==> config.mk <==
export PLATFORM = sky130hd
export DESIGN_NAME = four_position_three_preset_off_delay
export DESIGN_NICKNAME = d
export VERILOG_FILES = /design/src/hdl/fpod_pkg.sv /design/src/hdl/fpod_presets.sv /design/src/hdl/fpod_timer.sv /design/src/hdl/four_position_three_preset_off_delay.sv
export SDC_FILE = /design/constraint.sdc
export NUM_CORES = 1
export LEC_CHECK = 0
export CAP_MARGIN = 10
export CORE_AREA = 5 5 137 139
export CTS_CLUSTER_SIZE = 30
export DETAILED_ROUTE_END_ITERATION = 8
export DIE_AREA = 0 0 142 144
export DONT_BUFFER_PORTS = 1
export HOLD_SLACK_MARGIN = 0.12
export PLACE_DENSITY = 0.79
export SLEW_MARGIN = 20
export SYNTH_ARGS = -nofsm -noshare
export SYNTH_HDL_FRONTEND = slang
export SYNTH_SLANG_ARGS = --single-unit
==> constraint.sdc <==
create_clock -name clock -period 5.69 [get_ports clock]
set_input_delay 0.8535 -clock clock [delete_from_list [all_inputs] [get_ports clock]]
set_output_delay 0.8535 -clock clock [all_outputs]
set_load 0.01 [all_outputs]
==> src/hdl/fpod_pkg.sv <==
// ----------------------------------------------------------------------------
// fpod_pkg
// Shared codes, types and helpers for the four-position off-delay timer.
// ----------------------------------------------------------------------------
package fpod_pkg;

   localparam int PosWidth    = 3;
   localparam int TimeWidth   = 32;
   localparam int PresetWidth = 31;
   localparam int CsrIdxWidth = 2;

   // switch position codes
   localparam logic [PosWidth-1:0] POS_OFF        = 3'd0;
   localparam logic [PosWidth-1:0] POS_MOM_FWD    = 3'd1;
   localparam logic [PosWidth-1:0] POS_MOM_BACK   = 3'd2;
   localparam logic [PosWidth-1:0] POS_MOM_FLOAT  = 3'd3;
   localparam logic [PosWidth-1:0] POS_HELD_FWD   = 3'd4;
   localparam logic [PosWidth-1:0] POS_HELD_BACK  = 3'd5;
   localparam logic [PosWidth-1:0] POS_HELD_FLOAT = 3'd6;
   localparam logic [PosWidth-1:0] POS_INVALID    = 3'd7;

   // register indexes
   localparam logic [CsrIdxWidth-1:0] CSR_PRESET_UP    = 2'd0;
   localparam logic [CsrIdxWidth-1:0] CSR_PRESET_DOWN  = 2'd1;
   localparam logic [CsrIdxWidth-1:0] CSR_PRESET_FLOAT = 2'd2;

   typedef struct packed {
      logic [PresetWidth-1:0] up;
      logic [PresetWidth-1:0] down;
      logic [PresetWidth-1:0] flt;
   } presets_type;

   typedef struct packed {
      logic [PosWidth-1:0]         position;
      logic signed [TimeWidth-1:0] elapsed;
      logic                        cleared;
   } result_type;

   // signed elapsed time has reached a non-negative preset
   function automatic logic reached(input logic [TimeWidth-1:0] elapsed,
                                    input logic [PresetWidth-1:0] preset);
      reached = !elapsed[TimeWidth-1] && (elapsed[PresetWidth-1:0] >= preset);
   endfunction

endpackage

==> src/hdl/fpod_presets.sv <==
// ----------------------------------------------------------------------------
// fpod_presets
// Off-delay preset registers, one per switch direction.
// ----------------------------------------------------------------------------
module fpod_presets (
   input  logic                                clock,
   input  logic                                reset,
   input  logic                                csr_write,
   input  logic [fpod_pkg::CsrIdxWidth-1:0]    csr_index,
   input  logic [fpod_pkg::PresetWidth-1:0]    csr_data,
   output fpod_pkg::presets_type               presets
);

   fpod_pkg::presets_type presets_ff;
   fpod_pkg::presets_type presets_in;

   always_comb begin
      presets_in = presets_ff;
      if (csr_write) begin
         unique case (csr_index)
            fpod_pkg::CSR_PRESET_UP:    presets_in.up   = csr_data;
            fpod_pkg::CSR_PRESET_DOWN:  presets_in.down = csr_data;
            fpod_pkg::CSR_PRESET_FLOAT: presets_in.flt  = csr_data;
            default:                    presets_in      = presets_ff;
         endcase
      end
   end

   always_ff @(posedge clock) begin
      if (reset) begin
         presets_ff <= '0;
      end else begin
         presets_ff <= presets_in;
      end
   end

   assign presets = presets_ff;

endmodule

==> src/hdl/fpod_timer.sv <==
// ----------------------------------------------------------------------------
// fpod_timer
// Latched position and start time, with the next-state decision for one
// request.
// ----------------------------------------------------------------------------
module fpod_timer (
   input  logic                              clock,
   input  logic                              reset,
   input  logic                              fire,
   input  logic [fpod_pkg::PosWidth-1:0]     position,
   input  logic [fpod_pkg::TimeWidth-1:0]    now_ms,
   input  fpod_pkg::presets_type             presets,
   output fpod_pkg::result_type              result
);

   logic [fpod_pkg::PosWidth-1:0]  latched_ff;
   logic [fpod_pkg::PosWidth-1:0]  latched_in;
   logic [fpod_pkg::TimeWidth-1:0] start_ff;
   logic [fpod_pkg::TimeWidth-1:0] start_in;
   logic [fpod_pkg::TimeWidth-1:0] elapsed;
   logic                           cleared;

   assign elapsed = now_ms - start_ff;

   always_comb begin
      latched_in = latched_ff;
      start_in   = start_ff;
      cleared    = 1'b0;
      unique case (position)
         fpod_pkg::POS_OFF: begin
            unique case (latched_ff)
               fpod_pkg::POS_MOM_FWD, fpod_pkg::POS_HELD_FWD: begin
                  if (fpod_pkg::reached(elapsed, presets.up)) latched_in = fpod_pkg::POS_OFF;
               end
               fpod_pkg::POS_MOM_BACK, fpod_pkg::POS_HELD_BACK: begin
                  if (fpod_pkg::reached(elapsed, presets.down)) latched_in = fpod_pkg::POS_OFF;
               end
               fpod_pkg::POS_MOM_FLOAT, fpod_pkg::POS_HELD_FLOAT: begin
                  if (fpod_pkg::reached(elapsed, presets.flt)) latched_in = fpod_pkg::POS_OFF;
               end
               default: latched_in = fpod_pkg::POS_OFF;
            endcase
         end
         fpod_pkg::POS_MOM_FWD, fpod_pkg::POS_MOM_BACK, fpod_pkg::POS_MOM_FLOAT: begin
            // press while active cancels, press while off starts the timer
            if (latched_ff != fpod_pkg::POS_OFF) begin
               latched_in = fpod_pkg::POS_OFF;
               cleared    = 1'b1;
            end else begin
               latched_in = position;
               start_in   = now_ms;
            end
         end
         fpod_pkg::POS_HELD_FWD, fpod_pkg::POS_HELD_BACK, fpod_pkg::POS_HELD_FLOAT: begin
            if (latched_ff == position - 3'd3) latched_in = position;
         end
         default: begin
            latched_in = fpod_pkg::POS_OFF;
            cleared    = 1'b1;
         end
      endcase
   end

   always_ff @(posedge clock) begin
      if (reset) begin
         latched_ff <= fpod_pkg::POS_OFF;
         start_ff   <= '0;
      end else if (fire) begin
         latched_ff <= latched_in;
         start_ff   <= start_in;
      end
   end

   assign result.position = latched_in;
   assign result.elapsed  = elapsed;
   assign result.cleared  = cleared;

   a_invalid_drops: assert property (@(posedge clock) disable iff (reset)
      fire && position == fpod_pkg::POS_INVALID |=> latched_ff == fpod_pkg::POS_OFF)
      else $error("invalid position did not drop the output");

   a_cleared_is_off: assert property (@(posedge clock) disable iff (reset)
      cleared |-> latched_in == fpod_pkg::POS_OFF)
      else $error("cleared command left an active output");

   a_start_holds: assert property (@(posedge clock) disable iff (reset)
      !fire |=> $stable(start_ff) && $stable(latched_ff))
      else $error("timer state changed without a request");

endmodule

==> src/hdl/four_position_three_preset_off_delay.sv <==
// ----------------------------------------------------------------------------
// four_position_three_preset_off_delay
// Off-delay timer for a four-position switch with one preset per direction.
// ----------------------------------------------------------------------------
// Path: a request passes the request register, then the result register.
// Throughput: one request per cycle while the result side does not stall;
//   the timer decision is a single pass of one 32-bit subtract and a
//   preset compare.
// Reset: synchronous; clears presets to 0, latched position to Off, start
//   time to 0 and both pipeline valids.
module four_position_three_preset_off_delay (
   input  logic                                   clock,
   input  logic                                   reset,
   input  logic                                   csr_write,
   input  logic [fpod_pkg::CsrIdxWidth-1:0]       csr_index,
   input  logic [fpod_pkg::PresetWidth-1:0]       csr_data,
   input  logic                                   req_valid,
   output logic                                   req_stall,
   input  logic [fpod_pkg::PosWidth-1:0]          req_position,
   input  logic [fpod_pkg::TimeWidth-1:0]         req_now_ms,
   output logic                                   rsp_valid,
   input  logic                                   rsp_stall,
   output logic [fpod_pkg::PosWidth-1:0]          rsp_active_position,
   output logic signed [fpod_pkg::TimeWidth-1:0]  rsp_elapsed_ms,
   output logic                                   rsp_command_cleared
);

   fpod_pkg::presets_type presets;
   fpod_pkg::result_type  result;

   logic                           req_valid_ff;
   logic                           req_valid_in;
   logic [fpod_pkg::PosWidth-1:0]  req_position_ff;
   logic [fpod_pkg::TimeWidth-1:0] req_now_ff;
   logic                           rsp_valid_ff;
   logic                           rsp_valid_in;
   fpod_pkg::result_type           rsp_ff;
   logic                           out_ready;
   logic                           fire;

   assign out_ready    = !rsp_valid_ff || !rsp_stall;
   assign fire         = req_valid_ff && out_ready;
   assign req_stall    = req_valid_ff && !out_ready;
   assign req_valid_in = req_stall ? req_valid_ff : req_valid;
   assign rsp_valid_in = out_ready ? req_valid_ff : rsp_valid_ff;

   fpod_presets u_presets (
      .clock     (clock),
      .reset     (reset),
      .csr_write (csr_write),
      .csr_index (csr_index),
      .csr_data  (csr_data),
      .presets   (presets)
   );

   fpod_timer u_timer (
      .clock    (clock),
      .reset    (reset),
      .fire     (fire),
      .position (req_position_ff),
      .now_ms   (req_now_ff),
      .presets  (presets),
      .result   (result)
   );

   always_ff @(posedge clock) begin
      if (reset) begin
         req_valid_ff <= 1'b0;
         rsp_valid_ff <= 1'b0;
      end else begin
         req_valid_ff <= req_valid_in;
         rsp_valid_ff <= rsp_valid_in;
      end
   end

   // hold the request register while the result side is stalled
   always_ff @(posedge clock) begin
      if (!req_stall) begin
         req_position_ff <= req_position;
         req_now_ff      <= req_now_ms;
      end
      if (fire) begin
         rsp_ff <= result;
      end
   end

   assign rsp_valid           = rsp_valid_ff;
   assign rsp_active_position = rsp_ff.position;
   assign rsp_elapsed_ms      = rsp_ff.elapsed;
   assign rsp_command_cleared = rsp_ff.cleared;

endmodule

==> metrics.txt, run 1 <==
# TYPE chip_impl_metric gauge
chip_impl_metric{name="num_io_pins",unit=""} 111
chip_impl_metric{name="synth_seq_cells",unit=""} 201
chip_impl_metric{name="async_flop_share",unit="%"} 0
chip_impl_metric{name="remaining_drc_errors",unit=""} 0
chip_impl_info{name="path_delay_family",value="compound AO/OA/AOI/OAI gates"} 1
chip_impl_metric{name="syn-num-nets",unit=""} 1458
chip_impl_metric{name="die_h",unit="um"} 144
chip_impl_metric{name="die_area",unit="um^2"} 20400
chip_impl_metric{name="clock_tree.buffer_depth",unit=""} 3
chip_impl_metric{name="ctsHoldBuffers",unit=""} 0
chip_impl_metric{name="crit_fanout",unit=""} 4
chip_impl_metric{name="ant_cells",unit=""} 0
chip_impl_metric{name="initial_utilization",unit="%"} 62.3
chip_impl_metric{name="cellLeakagePower",unit="nW"} 4.35
chip_impl_info{name="tritoncts_clock_tree",value="done"} 1
chip_impl_metric{name="yosys_warnings",unit=""} 0
chip_impl_metric{name="fp-row-count",unit=""} 49
chip_impl_metric{name="fp.dieW",unit="um"} 142
chip_impl_metric{name="worstPathArrival",unit="ns"} 5.63
chip_impl_info{name="cp_endpoint_kind",value="flip-flop"} 1
chip_impl_info{name="yosys-top-cells-area",value="sky130_fd_sc_hd__dfxtp_1 24%, sky130_fd_sc_hd__edfxtp_1 20%, sky130_fd_sc_hd__ha_1 15%, sky130_fd_sc_hd__nand2_1 10%, sky130_fd_sc_hd__a21oi_1 8.7%"} 1
chip_impl_metric{name="cts_htree_levels",unit=""} 1
chip_impl_info{name="synth_top_cell_by_area",value="sky130_fd_sc_hd__dfxtp_1"} 1
chip_impl_metric{name="final_report_hold_violation_count",unit=""} 0
chip_impl_metric{name="maximum_number_of_pins_on_one_net_before_global_route_repair",unit=""} 131
chip_impl_metric{name="antenna_violations_before_repair",unit=""} 0
chip_impl_metric{name="violation_count_after_the_first_detailed_routing_iteration",unit=""} 644
chip_impl_metric{name="synth.avg_cell_area",unit="um^2"} 8.70
chip_impl_metric{name="largest_stage_delay_on_the_critical_path",unit="ns"} 0.42
chip_impl_metric{name="yosysTopAreaCellShare",unit="%"} 23.8
chip_impl_metric{name="seq_area",unit="um^2"} 4730
chip_impl_metric{name="detail_route.first_pass.iterations",unit=""} 5
chip_impl_info{name="hold_class",value="input pin to flip-flop"} 1
chip_impl_metric{name="layout-drive-gt1-share",unit="%"} 5.30
chip_impl_info{name="worstSetupPathType",value="flip-flop to flip-flop"} 1
chip_impl_metric{name="synth_enable_flop_cells",unit=""} 71
chip_impl_info{name="synthMostInstantiatedCell",value="sky130_fd_sc_hd__nand2_1"} 1
chip_impl_metric{name="timing.critical_path.buf_inv",unit=""} 3
chip_impl_metric{name="count_of_mapped_cells_out_of_synthesis",unit=""} 1255
chip_impl_metric{name="worst_clock_skew",unit="ns"} 0.00774
chip_impl_metric{name="setup_total_negative_slack",unit="ns"} 0
chip_impl_metric{name="cts_buffers",unit=""} 22
chip_impl_info{name="path_cells",value="inv_1 -> ha_1 -> inv_1 -> fa_1 -> a211oi_1 -> nor2_1 -> a41o_1 -> o31ai_4 -> a211oi_2 -> o211ai_1 -> a21o_1 -> a21bo_2 -> o311ai_2 -> buf_4 -> ha_1 -> nand4_1 -> nor4bb_4 -> o211ai_1 -> o311ai_0 -> nor3_1 -> mux2_2 -> mux2i_1 -> a31oi_1 -> or2_2"} 1
chip_impl_info{name="rsz0062_at_grt",value="no"} 1
chip_impl_metric{name="synth-seq-area-share",unit="%"} 43.4
chip_impl_metric{name="layout.filler_cells",unit=""} 1409
chip_impl_metric{name="ir_drop",unit="mV"} 0.265
chip_impl_metric{name="synth_area",unit="um^2"} 10900
chip_impl_metric{name="cp_data_required_time",unit="ns"} 5.95
chip_impl_metric{name="p_per_area",unit="nW/um^2"} 312
chip_impl_metric{name="first_global_vias",unit=""} 8550
chip_impl_metric{name="placeableCoreArea",unit="um^2"} 17500
chip_impl_metric{name="grt-ovfl-total",unit=""} 0
chip_impl_metric{name="wire_length_of_the_first_global_routing_pass",unit="um"} 43100
chip_impl_metric{name="timing.max_cap.violations",unit=""} 0
chip_impl_metric{name="area_used_by_multi_input_combinational_logic",unit="um^2"} 5530
chip_impl_metric{name="setup_viol",unit=""} 0
chip_impl_metric{name="gpl.final_weighted_congestion",unit=""} 0.872
chip_impl_metric{name="clk_latency",unit="ns"} 0.51
chip_impl_metric{name="final-instance-count-excl-fill",unit=""} 1492
chip_impl_metric{name="vias",unit=""} 8686
chip_impl_metric{name="slew_headroom",unit="%"} 47.3
chip_impl_metric{name="clock-sinks",unit=""} 201
chip_impl_info{name="yosys_most_used_dff",value="sky130_fd_sc_hd__dfxtp_1"} 1
chip_impl_metric{name="track_usage",unit="%"} 26.2
chip_impl_info{name="setup.worst_path.start_class",value="flip-flop"} 1
chip_impl_metric{name="finalWirelength",unit="um"} 27000
chip_impl_metric{name="ant_nets",unit=""} 0
chip_impl_info{name="outcome",value="complete, no violations"} 1
chip_impl_info{name="netlist_top_cells_count",value="291 x sky130_fd_sc_hd__nand2_1, 189 x sky130_fd_sc_hd__a21oi_1, 138 x sky130_fd_sc_hd__inv_1"} 1
chip_impl_metric{name="fin_crit",unit="ns"} 5.37
chip_impl_metric{name="wire_per_inst",unit="um"} 18.1
chip_impl_info{name="worst_path_max_delay_cell",value="sky130_fd_sc_hd__fa_1"} 1
chip_impl_metric{name="clk_pin_slew_worst_paths",unit="ns"} 0.06
chip_impl_metric{name="fmax",unit="MHz"} 186
chip_impl_metric{name="detailedPlacementHpwl",unit="um"} 19100
chip_impl_metric{name="route.detailed.vias_per_inst",unit=""} 5.82
chip_impl_metric{name="flow.area_growth_from_synthesis",unit="%"} 8.85
chip_impl_metric{name="place.detailed.instances",unit=""} 1452
chip_impl_metric{name="final_min_period_over_clock_period",unit="%"} 94.4
chip_impl_metric{name="place.port_buffers",unit=""} 0
chip_impl_metric{name="ys_types",unit=""} 70
chip_impl_metric{name="fin_nets",unit=""} 1450
chip_impl_metric{name="worst_slew_pin_slew",unit="ns"} 0.791
chip_impl_metric{name="maxSlewViolCount",unit=""} 0
chip_impl_metric{name="final_core_utilization",unit="%"} 67.8
chip_impl_metric{name="postCtsSetupBuffers",unit=""} 0
chip_impl_metric{name="worst-r2r-setup-slack",unit="ns"} 0.32
chip_impl_info{name="ctsRootBufferMaster",value="sky130_fd_sc_hd__clkbuf_16"} 1
[metal layers]
| metal | GRT usage (%) | vias to the layer above | part of all wire (%) |
|---|---|---|---|
| met3 | 5.29 | 66 | 6.9 |
| li1 | - | 4275 | - |
| met4 | 10.6 | 0 | 4.3 |
| met5 | 0 | - | 0 |
| met1 | 32.4 | 4057 | 41 |
| met2 | 44.9 | 288 | 48 |
[sequential cells by signal, indices dropped and copies added, names as in the netlist, 3 cells and up]
register,count
rsp_elapsed_ms,32
req_position_ff,3
u_presets.presets,93
rsp_active_position,3
req_now_ff,32
u_timer.latched_ff,3
u_timer.start_ff,32
[path summary, 6_finish.rpt]
check / cells past startpoint / start / endpoint
setup reg to reg: 24 / req_now_ff[0] / rsp_active_position[0]
setup / recovery: 24 / req_now_ff[0] / rsp_active_position[0]
hold / removal: 1 / reset / u_timer.start_ff[13]
hold reg to reg: 2 / u_timer.start_ff[15] / u_timer.start_ff[15]
[stage by stage]
stage          area (um^2)  hold slack [ns]  power (mW)  worst slack (ns)
2_1_floorplan        10900            0.436        2.11             0.684
3_3_place_gp         11100            0.436        2.27             0.390
3_5_place_dp         11100            0.441        2.29             0.115
5_1_grt              11900            0.406        3.88            0.0409
6_report             11900            0.428        3.71             0.320
4_1_cts              11800            0.408        3.71            0.0469
[cell type report]
class                           count  area share [%]
Clock buffer                       33            5.59
Clock inverter                      7           0.505
Inverter                          138            4.36
Multi-Input combinational cell    872            46.5
Sequential cell                   201            39.8
Tap cell                          229            2.41
Timing Repair Buffer               12           0.758
[worst register-to-register path: cells and delay by family (launching register included)]
kind	cells	cell delay, ns
flip-flops	1	0.38
AO/OA/AOI/OAI	11	2.09
AND/OR/NAND/NOR	5	1.05
buffers and inverters	3	0.32
adder cells (fa/ha/maj)	3	0.85
multiplexers	2	0.43
[what timing repair did]
action / CTS / global route
gates resized for setup: 1 / 7
endpoints found under the setup margin: 1 / 6
pin swaps: 0 / 1
[power breakdown]
group | leakage [nW] | internal [mW] | switching, mW
logic | 2.24 | 0.266 | 0.411
registers | 1.76 | 1.56 | 0.0496
clock network | 0.354 | 0.850 | 0.567
[placed cells by master, fill, tap and decap left out, drive strengths merged, types with 15 or more instances in the layout]
cell / instances
nand3: 16
ha: 129
a21oi: 189
edfxtp: 71
a21o: 15
inv: 138
nor2: 31
clkbuf: 33
o21ai: 37
xnor2: 20
nand2: 291
dfxtp: 130
[cell families after synthesis]
family | after synthesis | share of synthesized area [%]
multiplexers | 4 | 0.378
buffers and inverters | 182 | 6.48
flip-flops | 201 | 43.4
XOR/XNOR | 30 | 2.41
AND/OR/NAND/NOR | 406 | 16.2
AO/OA/AOI/OAI | 302 | 16.2
adder cells (fa/ha/maj) | 130 | 15.0
Note: power is estimated with default switching activity, not from simulation.
==> run 2: changes to the inputs <==
==> constraint.sdc (replaced) <==
create_clock -name clock -period 5.69 [get_ports clock]
set_input_delay 0.2845 -clock clock [delete_from_list [all_inputs] [get_ports clock]]
set_output_delay 0.2845 -clock clock [all_outputs]
set_load 0.01 [all_outputs]
==> metrics.txt, run 2 (synthesized netlist as in run 1, its figures left out) <==
# TYPE chip_impl_metric gauge
chip_impl_metric{name="switching_part_of_the_total",unit="%"} 29.3
chip_impl_metric{name="flow.area_growth_from_synthesis",unit="%"} 14.0
chip_impl_metric{name="initial_utilization",unit="%"} 62.3
chip_impl_metric{name="layout.filler_cells",unit=""} 1324
chip_impl_metric{name="cellLeakagePower",unit="nW"} 4.58
chip_impl_metric{name="worst_clock_skew",unit="ns"} 0.00891
chip_impl_info{name="layout_commonest_cell",value="sky130_fd_sc_hd__nand2_1"} 1
chip_impl_metric{name="maximum_number_of_pins_on_one_net_before_global_route_repair",unit=""} 131
chip_impl_metric{name="vias",unit=""} 9035
chip_impl_metric{name="detail_route.first_pass.iterations",unit=""} 6
chip_impl_metric{name="ant_nets",unit=""} 0
chip_impl_metric{name="ir_drop",unit="mV"} 0.290
chip_impl_info{name="hold_class",value="input pin to flip-flop"} 1
chip_impl_metric{name="timing.final.ws_setup",unit="ns"} 0.390
chip_impl_metric{name="seq_area",unit="um^2"} 4730
chip_impl_metric{name="fp-row-count",unit=""} 49
chip_impl_metric{name="place.port_buffers",unit=""} 0
chip_impl_metric{name="ant_cells",unit=""} 0
chip_impl_metric{name="detailedPlacementHpwl",unit="um"} 19000
chip_impl_info{name="most_frequent_cells_in_the_layout",value="291 x sky130_fd_sc_hd__nand2_1, 189 x sky130_fd_sc_hd__a21oi_1, 138 x sky130_fd_sc_hd__inv_1"} 1
chip_impl_metric{name="placeableCoreArea",unit="um^2"} 17500
chip_impl_metric{name="worstPathArrival",unit="ns"} 5.71
chip_impl_metric{name="antenna_violations_before_repair",unit=""} 0
chip_impl_metric{name="slew_headroom",unit="%"} 32.2
chip_impl_info{name="cp_endpoint_kind",value="flip-flop"} 1
chip_impl_metric{name="fmax",unit="MHz"} 189
chip_impl_metric{name="worst_slew_pin_slew",unit="ns"} 1.02
chip_impl_info{name="setup.worst_path.start_class",value="flip-flop"} 1
chip_impl_metric{name="fp.dieW",unit="um"} 142
chip_impl_metric{name="setup_viol",unit=""} 0
chip_impl_metric{name="setup_total_negative_slack",unit="ns"} 0
chip_impl_metric{name="cp_data_required_time",unit="ns"} 6.10
chip_impl_metric{name="dp_slack",unit="ns"} 0.163
chip_impl_metric{name="grt-ovfl-total",unit=""} 0
chip_impl_metric{name="cts_buffers",unit=""} 21
chip_impl_metric{name="route.detailed.vias_per_inst",unit=""} 5.80
chip_impl_info{name="outcome",value="complete, no violations"} 1
chip_impl_metric{name="first_global_vias",unit=""} 8891
chip_impl_metric{name="clock_tree.buffer_depth",unit=""} 3
chip_impl_metric{name="power_frac_comb",unit="%"} 20.6
chip_impl_metric{name="final_min_period_over_clock_period",unit="%"} 93.1
chip_impl_metric{name="track_usage",unit="%"} 27.2
chip_impl_metric{name="fin_nets",unit=""} 1518
chip_impl_metric{name="power_report.internal_total",unit="mW"} 2.54
chip_impl_metric{name="seq_power_share",unit="%"} 44.9
chip_impl_metric{name="clk_latency",unit="ns"} 0.50
chip_impl_metric{name="die_area",unit="um^2"} 20400
chip_impl_metric{name="timing.max_cap.violations",unit=""} 0
chip_impl_metric{name="wire_length_of_the_first_global_routing_pass",unit="um"} 44800
chip_impl_metric{name="area_used_by_multi_input_combinational_logic",unit="um^2"} 5510
chip_impl_metric{name="fin_crit",unit="ns"} 5.30
chip_impl_metric{name="num_io_pins",unit=""} 111
chip_impl_metric{name="cts_htree_levels",unit=""} 1
chip_impl_metric{name="crit_fanout",unit=""} 4
chip_impl_metric{name="gpl.final_weighted_congestion",unit=""} 0.877
chip_impl_metric{name="wire_per_inst",unit="um"} 18.1
chip_impl_metric{name="remaining_drc_errors",unit=""} 0
chip_impl_metric{name="finalWirelength",unit="um"} 28300
chip_impl_metric{name="p_per_area",unit="nW/um^2"} 289
chip_impl_info{name="tritoncts_clock_tree",value="done"} 1
chip_impl_metric{name="violation_count_after_the_first_detailed_routing_iteration",unit=""} 661
chip_impl_metric{name="largest_register_ff_count",unit=""} 93
chip_impl_metric{name="die_h",unit="um"} 144
chip_impl_metric{name="clock-sinks",unit=""} 201
chip_impl_metric{name="final_report_hold_violation_count",unit=""} 0
chip_impl_info{name="worstSetupPathType",value="flip-flop to flip-flop"} 1
chip_impl_metric{name="switchingPower",unit="mW"} 1.05
chip_impl_metric{name="layout-drive-gt1-share",unit="%"} 4.89
chip_impl_metric{name="clk_pin_slew_worst_paths",unit="ns"} 0.06
chip_impl_info{name="rsz0062_at_grt",value="no"} 1
chip_impl_metric{name="maxSlewViolCount",unit=""} 0
chip_impl_info{name="ctsRootBufferMaster",value="sky130_fd_sc_hd__clkbuf_16"} 1
chip_impl_metric{name="clk_network_pwr_share",unit="%"} 34.5
[run 2: final timing paths]
kind | endpoint | cells past startpoint | slack (ns) | from
hold / removal | u_timer.latched_ff[0] | 3 | 0.19 | rsp_stall
hold reg to reg | u_presets.presets[26] | 2 | 0.45 | u_presets.presets[26]
setup reg to reg | u_timer.latched_ff[2] | 23 | 0.39 | req_now_ff[0]
setup / recovery | u_timer.latched_ff[2] | 23 | 0.39 | req_now_ff[0]
[run 2: stage by stage]
stage               hold slack, ns  total power, mW  instance area [um^2]  util (%)  std cells
finish                       0.192             3.60                 12400      71.0       1558
global route                 0.218             3.78                 12400      71.0       1558
CTS                          0.176             3.59                 12400      70.8       1557
detailed placement           0.369             2.29                 11100      63.4       1451
global placement             0.370             2.27                 11100      63.4       1451
floorplan                    0.383             2.11                 10900         -       1255
[run 2: repair_timing]
action | 4_1_cts | 5_1_grt
endpoints found under the setup margin | 0 | 6
hold buffers | 69 | 0
buffers inserted | 0 | 1
gates resized for setup | 0 | 5
hold endpoints to repair | 165 | 0
[run 2: routing by layer]
layer	up-vias	wire length (um)	global-route usage (%)
met5	-	0	0
li1	4410	-	-
met3	85	1940	4.46
met4	0	1190	10.9
met2	364	13700	47.1
met1	4176	11400	33.9
[run 2: critical path, stage by stage, from the launching register on]
cell	delay, ns
sky130_fd_sc_hd__edfxtp_1	0.39
sky130_fd_sc_hd__inv_1	0.07
sky130_fd_sc_hd__ha_1	0.15
sky130_fd_sc_hd__inv_1	0.05
sky130_fd_sc_hd__fa_1	0.41
sky130_fd_sc_hd__a211oi_1	0.25
sky130_fd_sc_hd__nor2_1	0.09
sky130_fd_sc_hd__a41o_1	0.29
sky130_fd_sc_hd__o31ai_4	0.28
sky130_fd_sc_hd__a211oi_1	0.18
sky130_fd_sc_hd__o21ai_0	0.21
sky130_fd_sc_hd__nand2b_1	0.08
sky130_fd_sc_hd__a21oi_1	0.17
sky130_fd_sc_hd__xnor2_1	0.29
sky130_fd_sc_hd__ha_1	0.36
sky130_fd_sc_hd__a21oi_1	0.14
sky130_fd_sc_hd__o21ai_0	0.14
sky130_fd_sc_hd__a2111oi_0	0.55
sky130_fd_sc_hd__nand2_1	0.12
sky130_fd_sc_hd__o21ai_1	0.26
sky130_fd_sc_hd__mux2i_1	0.13
sky130_fd_sc_hd__a21oi_1	0.19
sky130_fd_sc_hd__a311oi_1	0.09
sky130_fd_sc_hd__a311oi_2	0.30
[run 2: cell type report]
class	count	area share [%]
Multi-Input combinational cell	872	44.2
Sequential cell	201	38.0
Timing Repair Buffer	81	6.41
Clock buffer	26	4.37
Inverter	138	4.16
Tap cell	229	2.30
Clock inverter	11	0.482
[run 2: power by group through the flow]
stage                     registers (mW)  clock network, mW  logic (mW)
final                               1.62               1.24       0.739
after floorplan                     1.63                  0       0.488
after detailed placement            1.64                  0       0.650
after global placement              1.64                  0       0.625
after CTS                           1.61               1.26       0.719
after global routing                1.62               1.33       0.830
==> run 3: changes to the inputs <==
- PLACE_DENSITY: 0.79 -> unset
- PLACE_DENSITY_LB_ADDON: unset -> 0.15
==> metrics.txt, run 3 (synthesized netlist as in run 1, its figures left out) <==
# TYPE chip_impl_metric gauge
chip_impl_metric{name="postCtsSetupBuffers",unit=""} 0
chip_impl_metric{name="fp.dieW",unit="um"} 142
chip_impl_metric{name="setup_total_negative_slack",unit="ns"} 0
chip_impl_metric{name="ir_drop",unit="mV"} 0.340
chip_impl_metric{name="ant_nets",unit=""} 0
chip_impl_metric{name="crit_fanout",unit=""} 4
chip_impl_metric{name="timing.final.ws_setup",unit="ns"} 0.213
chip_impl_metric{name="layout.filler_cells",unit=""} 1367
chip_impl_metric{name="die_area",unit="um^2"} 20400
chip_impl_metric{name="fp-row-count",unit=""} 49
chip_impl_metric{name="fin_crit",unit="ns"} 5.48
chip_impl_metric{name="cts_buffers",unit=""} 22
chip_impl_metric{name="placeableCoreArea",unit="um^2"} 17500
chip_impl_metric{name="clock_tree.buffer_depth",unit=""} 3
chip_impl_metric{name="cellLeakagePower",unit="nW"} 4.67
chip_impl_metric{name="wire_length_of_the_first_global_routing_pass",unit="um"} 44500
chip_impl_metric{name="wire_per_inst",unit="um"} 17.8
chip_impl_info{name="tritoncts_clock_tree",value="done"} 1
chip_impl_info{name="hold_class",value="input pin to flip-flop"} 1
chip_impl_metric{name="detailedPlacementHpwl",unit="um"} 19300
chip_impl_metric{name="worstPathArrival",unit="ns"} 5.72
chip_impl_metric{name="die_h",unit="um"} 144
chip_impl_metric{name="vias",unit=""} 9001
chip_impl_metric{name="antenna_violations_before_repair",unit=""} 0
chip_impl_metric{name="place.port_buffers",unit=""} 0
chip_impl_info{name="most_frequent_cells_in_the_layout",value="291 x sky130_fd_sc_hd__nand2_1, 189 x sky130_fd_sc_hd__a21oi_1, 138 x sky130_fd_sc_hd__inv_1"} 1
chip_impl_metric{name="cp_data_required_time",unit="ns"} 5.94
chip_impl_info{name="ctsRootBufferMaster",value="sky130_fd_sc_hd__clkbuf_16"} 1
chip_impl_metric{name="worst_slew_pin_slew",unit="ns"} 0.943
chip_impl_metric{name="detail_route.first_pass.iterations",unit=""} 5
chip_impl_metric{name="remaining_drc_errors",unit=""} 0
chip_impl_metric{name="layout-drive-gt1-share",unit="%"} 5.25
chip_impl_metric{name="ant_cells",unit=""} 0
chip_impl_info{name="cp_endpoint_kind",value="flip-flop"} 1
chip_impl_metric{name="final_report_hold_violation_count",unit=""} 0
chip_impl_metric{name="num_io_pins",unit=""} 111
chip_impl_metric{name="fin_nets",unit=""} 1521
chip_impl_metric{name="clk_latency",unit="ns"} 0.50
chip_impl_metric{name="maxSlewViolCount",unit=""} 0
chip_impl_metric{name="finalWirelength",unit="um"} 27800
chip_impl_metric{name="fmax",unit="MHz"} 183
chip_impl_metric{name="final_min_period_over_clock_period",unit="%"} 96.3
chip_impl_metric{name="timing.max_cap.violations",unit=""} 0
chip_impl_metric{name="largest_register_ff_count",unit=""} 93
chip_impl_metric{name="grt-ovfl-total",unit=""} 0
chip_impl_metric{name="cts_htree_levels",unit=""} 1
chip_impl_metric{name="violation_count_after_the_first_detailed_routing_iteration",unit=""} 612
chip_impl_metric{name="slew_headroom",unit="%"} 37.1
chip_impl_metric{name="power",unit="mW"} 3.80
chip_impl_metric{name="route.detailed.vias_per_inst",unit=""} 5.76
chip_impl_metric{name="clock-sinks",unit=""} 201
chip_impl_metric{name="first_global_vias",unit=""} 8777
chip_impl_metric{name="worst_clock_skew",unit="ns"} 0.0127
chip_impl_metric{name="maximum_number_of_pins_on_one_net_before_global_route_repair",unit=""} 131
chip_impl_metric{name="initial_utilization",unit="%"} 62.3
chip_impl_metric{name="flow.area_growth_from_synthesis",unit="%"} 15.6
chip_impl_info{name="worstSetupPathType",value="flip-flop to flip-flop"} 1
chip_impl_metric{name="track_usage",unit="%"} 27.0
chip_impl_metric{name="setup_viol",unit=""} 0
chip_impl_info{name="outcome",value="complete, no violations"} 1
chip_impl_info{name="layout_commonest_cell",value="sky130_fd_sc_hd__nand2_1"} 1
chip_impl_metric{name="gpl.final_weighted_congestion",unit=""} 0.950
chip_impl_metric{name="clk_pin_slew_worst_paths",unit="ns"} 0.06
chip_impl_metric{name="p_per_area",unit="nW/um^2"} 301
chip_impl_metric{name="dp_slack",unit="ns"} 0.0230
chip_impl_info{name="setup.worst_path.start_class",value="flip-flop"} 1
chip_impl_metric{name="minimum_hold_slack",unit="ns"} 0.221
run 3: area by class of cell:
type	instances	area [um^2]	area share (%)
multi-input cells	872	5530	43.8
well taps	229	287	2.27
clock inverters	6	82.6	0.654
inverters	138	518	4.10
flip-flops and latches	201	4730	37.5
repair buffers	83	813	6.44
clock buffers	34	657	5.21
run 3: metal layers:
metal  GRT usage, %  share of wire (%)  vias up
met5              0                  0        -
met3           5.09                6.8       67
li1               -                  -     4432
met4           10.4                3.7        0
met1           33.7                 41     4199
met2           46.8                 48      303
run 3: worst paths after layout:
kind,startpoint,end,slack (ns),depth (start not counted)
worst min register to register,u_presets.presets[83],u_presets.presets[83],0.45,2
worst max register to register,req_now_ff[0],rsp_active_position[0],0.21,24
worst max-delay path,req_now_ff[0],rsp_active_position[0],0.21,24
worst min-delay path,rsp_stall,u_timer.latched_ff[0],0.22,3
run 3: stage by stage:
step	utilization (%)	area, um^2	std cells
after floorplan	-	10900	1255
after global placement	63.5	11100	1454
after detailed placement	63.5	11100	1454
after CTS	71.8	12600	1563
after global routing	72.0	12600	1563
final	72.0	12600	1563
run 3: worst max-delay path: stages (launching register included):
cell and delay, ns:
sky130_fd_sc_hd__edfxtp_1 0.38, sky130_fd_sc_hd__inv_1 0.07, sky130_fd_sc_hd__ha_1 0.15, sky130_fd_sc_hd__inv_1 0.05
sky130_fd_sc_hd__fa_1 0.42, sky130_fd_sc_hd__a211oi_1 0.26, sky130_fd_sc_hd__nor2_1 0.09, sky130_fd_sc_hd__a41o_1 0.29
sky130_fd_sc_hd__o31ai_4 0.32, sky130_fd_sc_hd__a211oi_2 0.17, sky130_fd_sc_hd__o211ai_1 0.27, sky130_fd_sc_hd__a21o_1 0.18
sky130_fd_sc_hd__nand2_1 0.08, sky130_fd_sc_hd__o311ai_1 0.33, sky130_fd_sc_hd__buf_4 0.19, sky130_fd_sc_hd__ha_1 0.13
sky130_fd_sc_hd__nand4_1 0.15, sky130_fd_sc_hd__nor4bb_2 0.35, sky130_fd_sc_hd__o211ai_1 0.17, sky130_fd_sc_hd__o311ai_0 0.16
sky130_fd_sc_hd__nor3_1 0.14, sky130_fd_sc_hd__mux2_2 0.29, sky130_fd_sc_hd__mux2i_1 0.14, sky130_fd_sc_hd__a31oi_1 0.13
sky130_fd_sc_hd__or2_2 0.33
run 3: what timing repair did:
action / in CTS / in global routing
hold endpoints to repair: 165 / 0
pin swaps: 0 / 2
endpoints found under the setup margin: 1 / 6
gates resized for setup: 1 / 6
hold buffers: 69 / 0
run 3: report_power, final:
| part | switching, mW | total [mW] | internal, mW |
|---|---|---|---|
| clock | 0.562 | 1.45 | 0.884 |
| sequential | 0.0514 | 1.62 | 1.56 |
| combinational | 0.436 | 0.738 | 0.302 |
